## src/fmr_pkg.sv

```systemverilog
// Package: shared types and constants of the frame message reassembler.
`timescale 1ns / 1ps
`default_nettype none
package fmr_pkg;

  localparam int unsigned FrameBytes = 8;
  localparam int unsigned IdW        = 29;
  localparam int unsigned SizeW      = 32;
  localparam int unsigned CntW       = $clog2(FrameBytes + 1);
  localparam int unsigned IdxW       = $clog2(FrameBytes);
  localparam logic [IdW-1:0] RxIdReset = IdW'(2);

  typedef struct packed {
    logic [IdW-1:0] frame_id;
    logic [7:0]     byte_0;
    logic [7:0]     byte_1;
    logic [7:0]     byte_2;
    logic [7:0]     byte_3;
    logic [7:0]     byte_4;
    logic [7:0]     byte_5;
    logic [7:0]     byte_6;
    logic [7:0]     byte_7;
  } frame_t;

  typedef struct packed {
    logic             is_header;
    logic [SizeW-1:0] message_size;
    logic [7:0]       payload_byte;
    logic             end_of_message;
    logic             end_of_frame;
  } result_t;

  // Decoded frame handed to the serialiser.
  typedef struct packed {
    logic [CntW-1:0]                 count;
    logic                            is_header;
    logic [SizeW-1:0]                size;
    logic                            eom;
    logic [FrameBytes-1:0][7:0]      bytes;
  } load_t;

endpackage
`default_nettype wire

```

## src/fmr_decode.sv

```systemverilog
// Frame decoder: identifier match, header/data role and remaining-length state.
`timescale 1ns / 1ps
`default_nettype none
module fmr_decode (
  input  wire logic                        clk_i,
  input  wire logic                        rst_ni,
  input  wire logic                        cfg_we_i,
  input  wire logic [fmr_pkg::IdW-1:0]     cfg_wdata_i,
  input  wire fmr_pkg::frame_t             frame_i,
  input  wire logic                        accept_i,
  output fmr_pkg::load_t                   load_o,
  output logic                             match_o
);

  logic [fmr_pkg::IdW-1:0]   rxid_q;
  logic                      awaiting_q, awaiting_d;
  logic [fmr_pkg::SizeW-1:0] rem_q, rem_d;
  logic                      hdr;
  logic                      short_last;
  logic [fmr_pkg::CntW-1:0]  n;
  logic [fmr_pkg::SizeW-1:0] size;

  assign match_o = (frame_i.frame_id == rxid_q);
  assign hdr     = awaiting_q || (rem_q == '0);
  assign size    = {frame_i.byte_0, frame_i.byte_1, frame_i.byte_2, frame_i.byte_3};
  assign short_last = (rem_q <= fmr_pkg::SizeW'(fmr_pkg::FrameBytes));
  assign n = short_last ? rem_q[fmr_pkg::CntW-1:0] : fmr_pkg::CntW'(fmr_pkg::FrameBytes);

  always_comb begin
    load_o.count     = hdr ? fmr_pkg::CntW'(1) : n;
    load_o.is_header = hdr;
    load_o.size      = size;
    load_o.eom       = !hdr && short_last;
    load_o.bytes     = {frame_i.byte_7, frame_i.byte_6, frame_i.byte_5, frame_i.byte_4,
                        frame_i.byte_3, frame_i.byte_2, frame_i.byte_1, frame_i.byte_0};
    if (hdr) begin
      rem_d      = size;
      awaiting_d = (size == '0);
    end else begin
      rem_d      = rem_q - fmr_pkg::SizeW'(n);
      awaiting_d = short_last;
    end
  end

  always_ff @(posedge clk_i or negedge rst_ni) begin
    if (!rst_ni) begin
      rxid_q     <= fmr_pkg::RxIdReset;
      awaiting_q <= 1'b1;
      rem_q      <= '0;
    end else begin
      if (cfg_we_i) begin
        rxid_q <= cfg_wdata_i;
      end
      if (accept_i && match_o) begin
        awaiting_q <= awaiting_d;
        rem_q      <= rem_d;
      end
    end
  end

endmodule
`default_nettype wire

```

## src/fmr_serial.sv

```systemverilog
// Result serialiser: holds one decoded frame and emits its words one per cycle while out_ready_i is high.
`timescale 1ns / 1ps
`default_nettype none
module fmr_serial (
  input  wire logic            clk_i,
  input  wire logic            rst_ni,
  input  wire logic            load_i,
  input  wire fmr_pkg::load_t  load_data_i,
  output logic                 free_o,
  output logic                 out_valid_o,
  input  wire logic            out_ready_i,
  output fmr_pkg::result_t     out_result_o
);

  logic [fmr_pkg::CntW-1:0]               cnt_q, cnt_d;
  logic [fmr_pkg::IdxW-1:0]               idx_q;
  logic [fmr_pkg::FrameBytes-1:0][7:0]    bytes_q;
  logic                                   hdr_q, eom_q;
  logic [fmr_pkg::SizeW-1:0]              size_q;
  logic                                   take;
  logic                                   last;

  assign out_valid_o = (cnt_q != '0);
  assign take        = out_valid_o && out_ready_i;
  assign last        = (cnt_q == fmr_pkg::CntW'(1));
  assign free_o      = (cnt_q == '0) || (last && out_ready_i);

  always_comb begin
    out_result_o.is_header      = hdr_q;
    out_result_o.message_size   = hdr_q ? size_q : '0;
    out_result_o.payload_byte   = hdr_q ? 8'h00 : bytes_q[idx_q];
    out_result_o.end_of_message = last && eom_q && !hdr_q;
    out_result_o.end_of_frame   = last;
    if (load_i) begin
      cnt_d = load_data_i.count;
    end else if (take) begin
      cnt_d = cnt_q - fmr_pkg::CntW'(1);
    end else begin
      cnt_d = cnt_q;
    end
  end

  always_ff @(posedge clk_i or negedge rst_ni) begin
    if (!rst_ni) begin
      cnt_q <= '0;
      idx_q <= '0;
    end else begin
      cnt_q <= cnt_d;
      if (load_i) begin
        idx_q <= '0;
      end else if (take) begin
        idx_q <= idx_q + fmr_pkg::IdxW'(1);
      end
    end
  end

  always_ff @(posedge clk_i) begin
    if (load_i) begin
      bytes_q <= load_data_i.bytes;
      hdr_q   <= load_data_i.is_header;
      eom_q   <= load_data_i.eom;
      size_q  <= load_data_i.size;
    end
  end

  a_cnt_range : assert property (@(posedge clk_i) disable iff (!rst_ni)
    cnt_q <= fmr_pkg::CntW'(fmr_pkg::FrameBytes))
    else $error("word count exceeds frame size");
  a_hdr_single : assert property (@(posedge clk_i) disable iff (!rst_ni)
    (hdr_q && out_valid_o) |-> last)
    else $error("header frame holds more than one word");
  a_no_overwrite : assert property (@(posedge clk_i) disable iff (!rst_ni)
    load_i |-> ((cnt_q == '0) || (last && take)))
    else $error("load while words still pending");
  a_load_valid : assert property (@(posedge clk_i) disable iff (!rst_ni)
    load_i |=> out_valid_o)
    else $error("loaded frame gives no word");

endmodule
`default_nettype wire

```

## src/frame_message_reassembler.sv

```systemverilog
// Top level: frame message reassembler.
// Latency: a matching frame shows its first word in the cycle after acceptance.
// Throughput: one word per cycle while out_ready_i is high; a matching frame gives 1 to 8 words,
// and the next frame is taken as its last word leaves the single serialiser stage.
// Frames with another identifier are taken when the serialiser is free and give no word.
// Reset: asynchronous, active low; receive identifier 2, expecting a header, nothing held.
`timescale 1ns / 1ps
`default_nettype none
module frame_message_reassembler (
  input  wire logic                    clk_i,
  input  wire logic                    rst_ni,
  input  wire logic                    cfg_we_i,
  input  wire logic [fmr_pkg::IdW-1:0] cfg_wdata_i,
  input  wire logic                    in_valid_i,
  output logic                         in_ready_o,
  input  wire fmr_pkg::frame_t         in_frame_i,
  output logic                         out_valid_o,
  input  wire logic                    out_ready_i,
  output fmr_pkg::result_t             out_result_o
);

  fmr_pkg::load_t load;
  logic           match;
  logic           free;
  logic           accept;

  assign in_ready_o = free;
  assign accept     = in_valid_i && free;

  fmr_decode u_decode (
    .clk_i       (clk_i),
    .rst_ni      (rst_ni),
    .cfg_we_i    (cfg_we_i),
    .cfg_wdata_i (cfg_wdata_i),
    .frame_i     (in_frame_i),
    .accept_i    (accept),
    .load_o      (load),
    .match_o     (match)
  );

  fmr_serial u_serial (
    .clk_i        (clk_i),
    .rst_ni       (rst_ni),
    .load_i       (accept && match),
    .load_data_i  (load),
    .free_o       (free),
    .out_valid_o  (out_valid_o),
    .out_ready_i  (out_ready_i),
    .out_result_o (out_result_o)
  );

endmodule
`default_nettype wire
```

## config.mk

```make
export PLATFORM = sky130hd
export DESIGN_NAME = frame_message_reassembler
export DESIGN_NICKNAME = d
export VERILOG_FILES = /design/src/fmr_pkg.sv /design/src/fmr_decode.sv /design/src/fmr_serial.sv /design/src/frame_message_reassembler.sv
export SDC_FILE = /design/constraint.sdc
export NUM_CORES = 1
export LEC_CHECK = 0
export ABC_AREA = 1
export BUFFER_PORTS_ARGS = -buffer_cell sky130_fd_sc_hd__buf_2
export CAP_MARGIN = 20
export CORE_MARGIN = 4
export CORE_UTILIZATION = 55
export DETAILED_ROUTE_END_ITERATION = 16
export GPL_TIMING_DRIVEN = 0
export PLACE_DENSITY_LB_ADDON = 0.15
export SLEW_MARGIN = 20
export SYNTH_ARGS = -nofsm -noshare
export SYNTH_HDL_FRONTEND = slang
export SYNTH_SLANG_ARGS = --single-unit
export TNS_END_PERCENT = 20
```

## constraint.sdc

```tcl
create_clock -name clk_i -period 7.4 [get_ports clk_i]
set_clock_uncertainty 0.15 [all_clocks]
set_input_delay 1.85 -clock clk_i [delete_from_list [all_inputs] [get_ports clk_i]]
set_output_delay 1.85 -clock clk_i [all_outputs]
set_load 0.005 [all_outputs]
```

==> qor.txt <==
========================================================================================
DRC violations left                                                                    0
CTS tree                                                                            done
Cell types occupying the most area after synthesis                          sky130_fd_sc_hd__edfxtp_1, sky130_fd_sc_hd__dfrtp_1, sky130_fd_sc_hd__nand2_1
Async set-or-reset flop fraction in the synthesized netlist                       51.11%
Via density                                                                        5.542
Fillers                                                                             1135
Final critical path time including I/O delays and setup                         4.552 ns
Fraction of power spent switching nets                                            24.51%
Fin. Hold Viols                                                                        0
Top-count cell post-synth                                                   sky130_fd_sc_hd__nand2_1
Yosys warnings                                                                         0
Post-place setup slack                                                          3.107 ns
Multi-input gate area in the final layout                                   0.003197 sq mm
Fraction of the yosys area taken by sequential cells                              49.04%
Chain of cells forming the critical path                                    clkbuf_1 -> inv_1 -> clkbuf_1 -> o21ai_0 -> o22ai_1 -> o21ai_0 -> a31oi_1 -> buf_2
Portion of the clock cycle consumed by the worst path in the final layout         61.51%
Cell area after synthesis                                                   0.007567 sq mm
Required arrival time at the worst endpoint                                      5.40 ns
Core region area                                                            0.01335 sq mm
Category of the worst setup path launch point                                  flip-flop
Via count of the first global-routing pass                                          7122
H-tree levels                                                                          4
Clock sink count                                                                     135
Outcome                                                                        completed
Number of standard cells in the final layout excluding fillers                      1333
Detailed Routing Iterations Pass 1                                                     6
Placed cell count                                                                   1301
Maximum number of pins on one net before global-route repair                          55
RSZ-0062 raised after global routing                                                  no
Worst hold endpoint                                                         u_decode.rxid_q[18]
Worst path arrival time                                                          2.55 ns
Hold path startpoint                                                        u_decode.rxid_q[18]
Number of pins exceeding their max-slew limit in the final report                      0
Clock-pin slew on the worst setup and hold paths                                 0.06 ns
Number of buffers on the longest clock path                                            2
Total power of the final layout                                                 1.717 mW
Count of flip-flops with a built-in enable after synthesis                            66
Die Span X                                                                  125.3 microns
Prevailing post-synth register cell                                         sky130_fd_sc_hd__dfrtp_1
Global-route wire length before repair                                      36320 microns
Syn avg cell area                                                            7.940 sq um
Total global routing track utilization                                            29.34%
Share of the synthesized area in the top cell type                                26.19%
Post-detail-place hpwl                                                      17160 microns
Worst r2r dst                                                               u_serial.size_q[30]
Number of DRC markers after the initial detailed-route iteration                     794
Post-Synthesis Net Count                                                            1084
IR drop worst, VDD                                                             0.1616 mV
Path type of the worst min-delay path                                       flip-flop to flip-flop
Clock Latency Late Sink                                                          0.43 ns
Overall overflow remaining after global route                                          0
Largest fanout on the critical path                                                   10
Post-CTS Hold Fix Bufs                                                                 0
Startpoint-to-endpoint class of the critical path                           flip-flop to output port
Area of the die                                                             0.01570 sq mm
Area Overhead vs Synth                                                            21.97%
Least-Margin Pin Slew                                                          0.6060 ns
Share of power burned in the clock network                                         45.5%
Average routed wire per standard cell                                       17.11 microns
Slowest stage cell, crit path                                               sky130_fd_sc_hd__clkbuf_1
Switching component of the power                                               0.4209 mW
Max incr delay on CP                                                             0.42 ns
Number of post-CTS setup repair buffers                                                0
Top cells by instance count after synthesis                                 sky130_fd_sc_hd__nand2_1, sky130_fd_sc_hd__nor2_1, sky130_fd_sc_hd__inv_1
Diode insertion count for antenna repair                                               0
Distinct cell type count of the synthesized netlist                                   44
Height of the die                                                           125.3 microns
Placer congestion estimate                                                        0.9888
Share of post-route cells with drive strength above 1                             22.64%
Final setup vio count                                                                  0
WL final                                                                    22810 microns
Aggregate negative setup slack                                                      0 ns
Worst path top cell family by delay                                         buffers and inverters
Routed vias                                                                         7387
Sequential fraction of design power                                                47.2%
Max-cap violations                                                                     0
Highest clock frequency the design can meet                                   0.2197 GHz
Leakage power total                                                             4.391 nW
Initial antenna violation count                                                        0
CTS root buf                                                                sky130_fd_sc_hd__clkbuf_16
Kind of capture point of the worst setup path                                output port
IO Port Bufs                                                                         170
Flop and latch count out of synthesis                                                135
Setup slack after layout                                                        2.848 ns
Internal power component                                                        1.296 mW
Count of boundary I/O pins                                                           172
Worst rel slew slack                                                              59.60%
Final Core Density                                                                69.15%
Worst Reg-to-Reg Cells                                                                 8
Worst hold path cell count                                                             1
Cell type contributing the most total cell area after synthesis             sky130_fd_sc_hd__edfxtp_1
Startpoint of the worst-slack reg-to-reg timing path                        u_serial.cnt_q[0]
Post-layout net count                                                               1275
Starting density of the core                                                      56.69%
Slack of the worst reg-to-reg path                                               4.83 ns
Sequential standard cell area                                               0.003711 sq mm
Part of the power in combinational logic                                            7.3%
Number of rows created at floorplan                                                   42
Clock buffers created by TritonCTS                                                    17
Antenna violation net count after detailed routing                                     0
Number of buffer and inverter instances along the worst setup path                     4
Post-CTS resize count                                                                  0
Power density over the cells                                                186.0 mW/mm^2
Cell count after synthesis                                                           953
========================================================================================
[layer usage]
| metal | GRT usage, % | vias up | wire length [microns] |
|---|---|---|---|
| li1 | - | 3525 | - |
| met1 | 39.98 | 3392 | 9444 |
| met2 | 46.44 | 426 | 10480 |
| met3 | 7.249 | 44 | 2391 |
| met4 | 9.758 | 0 | 494 |
| met5 | 0 | - | 0 |
[placed cells by master, fill, tap and decap left out, types with 5 or more instances in the layout]
master / count
sky130_fd_sc_hd__a21oi_1: 8
sky130_fd_sc_hd__a31oi_1: 9
sky130_fd_sc_hd__buf_2: 176
sky130_fd_sc_hd__buf_4: 6
sky130_fd_sc_hd__clkbuf_1: 22
sky130_fd_sc_hd__clkbuf_16: 17
sky130_fd_sc_hd__dfrtp_1: 67
sky130_fd_sc_hd__edfxtp_1: 66
sky130_fd_sc_hd__inv_1: 128
sky130_fd_sc_hd__mux2_2: 10
sky130_fd_sc_hd__nand2_1: 194
sky130_fd_sc_hd__nand2_2: 6
sky130_fd_sc_hd__nand3_1: 43
sky130_fd_sc_hd__nand3b_1: 5
sky130_fd_sc_hd__nand4_1: 29
sky130_fd_sc_hd__nor2_1: 152
sky130_fd_sc_hd__nor2_4: 6
sky130_fd_sc_hd__nor3_1: 19
sky130_fd_sc_hd__nor4_1: 12
sky130_fd_sc_hd__o211ai_1: 11
sky130_fd_sc_hd__o21ai_0: 85
sky130_fd_sc_hd__o21ai_1: 12
sky130_fd_sc_hd__o22ai_1: 9
sky130_fd_sc_hd__or2_2: 12
sky130_fd_sc_hd__xor2_1: 6
[registers in the layout (all words and copies together), names as in the netlist]
signal               flops
u_serial.size_q         32
u_serial.hdr_q           1
u_serial.cnt_q           4
u_decode.rem_q          32
u_serial.idx_q           3
u_decode.awaiting_q      1
u_serial.bytes_q        32
u_decode.rxid_q         29
u_serial.eom_q           1
[per-stage QoR]
stage                     hold slack (ns)  instance area, sq um
final                              0.3755                  9230
after global routing               0.4022                  9230
after CTS                          0.3711                  9230
after detailed placement           0.3513                  8691
after global placement             0.3425                  8638
after floorplan                    0.3155                  7567
[worst reg2reg max path, stage by stage, from the launching register on]
cell and delay [ns]:
sky130_fd_sc_hd__dfrtp_1 0.43, sky130_fd_sc_hd__inv_1 0.10, sky130_fd_sc_hd__ha_1 0.19, sky130_fd_sc_hd__nand3_1 0.14, sky130_fd_sc_hd__nand2_1 0.18, sky130_fd_sc_hd__nand2_1 0.13, sky130_fd_sc_hd__nor2_4 0.26, sky130_fd_sc_hd__buf_4 0.35
sky130_fd_sc_hd__buf_16 0.31
[power groups by stage]
stage	registers, mW	logic, mW	clock network, mW
2_1_floorplan	0.823	0.0568	0
3_3_place_gp	0.824	0.120	0
3_5_place_dp	0.825	0.124	0
4_1_cts	0.810	0.125	0.788
5_1_grt	0.812	0.142	0.819
6_report	0.810	0.125	0.781
[how the worst max path moves through the flow]
stage | start | to | cells after the start
3_5_place_dp | out_ready_i | in_ready_o | 4
2_1_floorplan | in_frame_i[74] | u_serial.bytes_q[32] | 8
5_1_grt | u_serial.idx_q[1] | out_result_o[7] | 8
3_3_place_gp | in_frame_i[92] | u_serial.size_q[30] | 9
6_report | u_serial.idx_q[1] | out_result_o[7] | 8
4_1_cts | u_serial.idx_q[1] | out_result_o[7] | 8
[layout make-up]
cell class              count  share of cell area [%]
inverters                 129                   5.246
clock buffers              19                   4.799
repair buffers            172                   9.760
flip-flops and latches    135                   40.21
clock inverters            13                   1.044
well taps                 176                   2.386
multi-input cells         653                   34.63
plain buffers              36                   1.925
[kinds of logic after synthesis]
kind of cell	after synthesis	synth area share [%]
muxes	10	1.488
AOI/OAI and AO/OA	139	10.09
DFF	135	49.04
other	1	0.04956
xor gates and xnor gates	10	1.157
buffers and inverters	165	8.714
adders and majority gates	4	0.6614
and+or+nand+nor	489	28.80
Note: power is estimated with default switching activity, not from simulation.
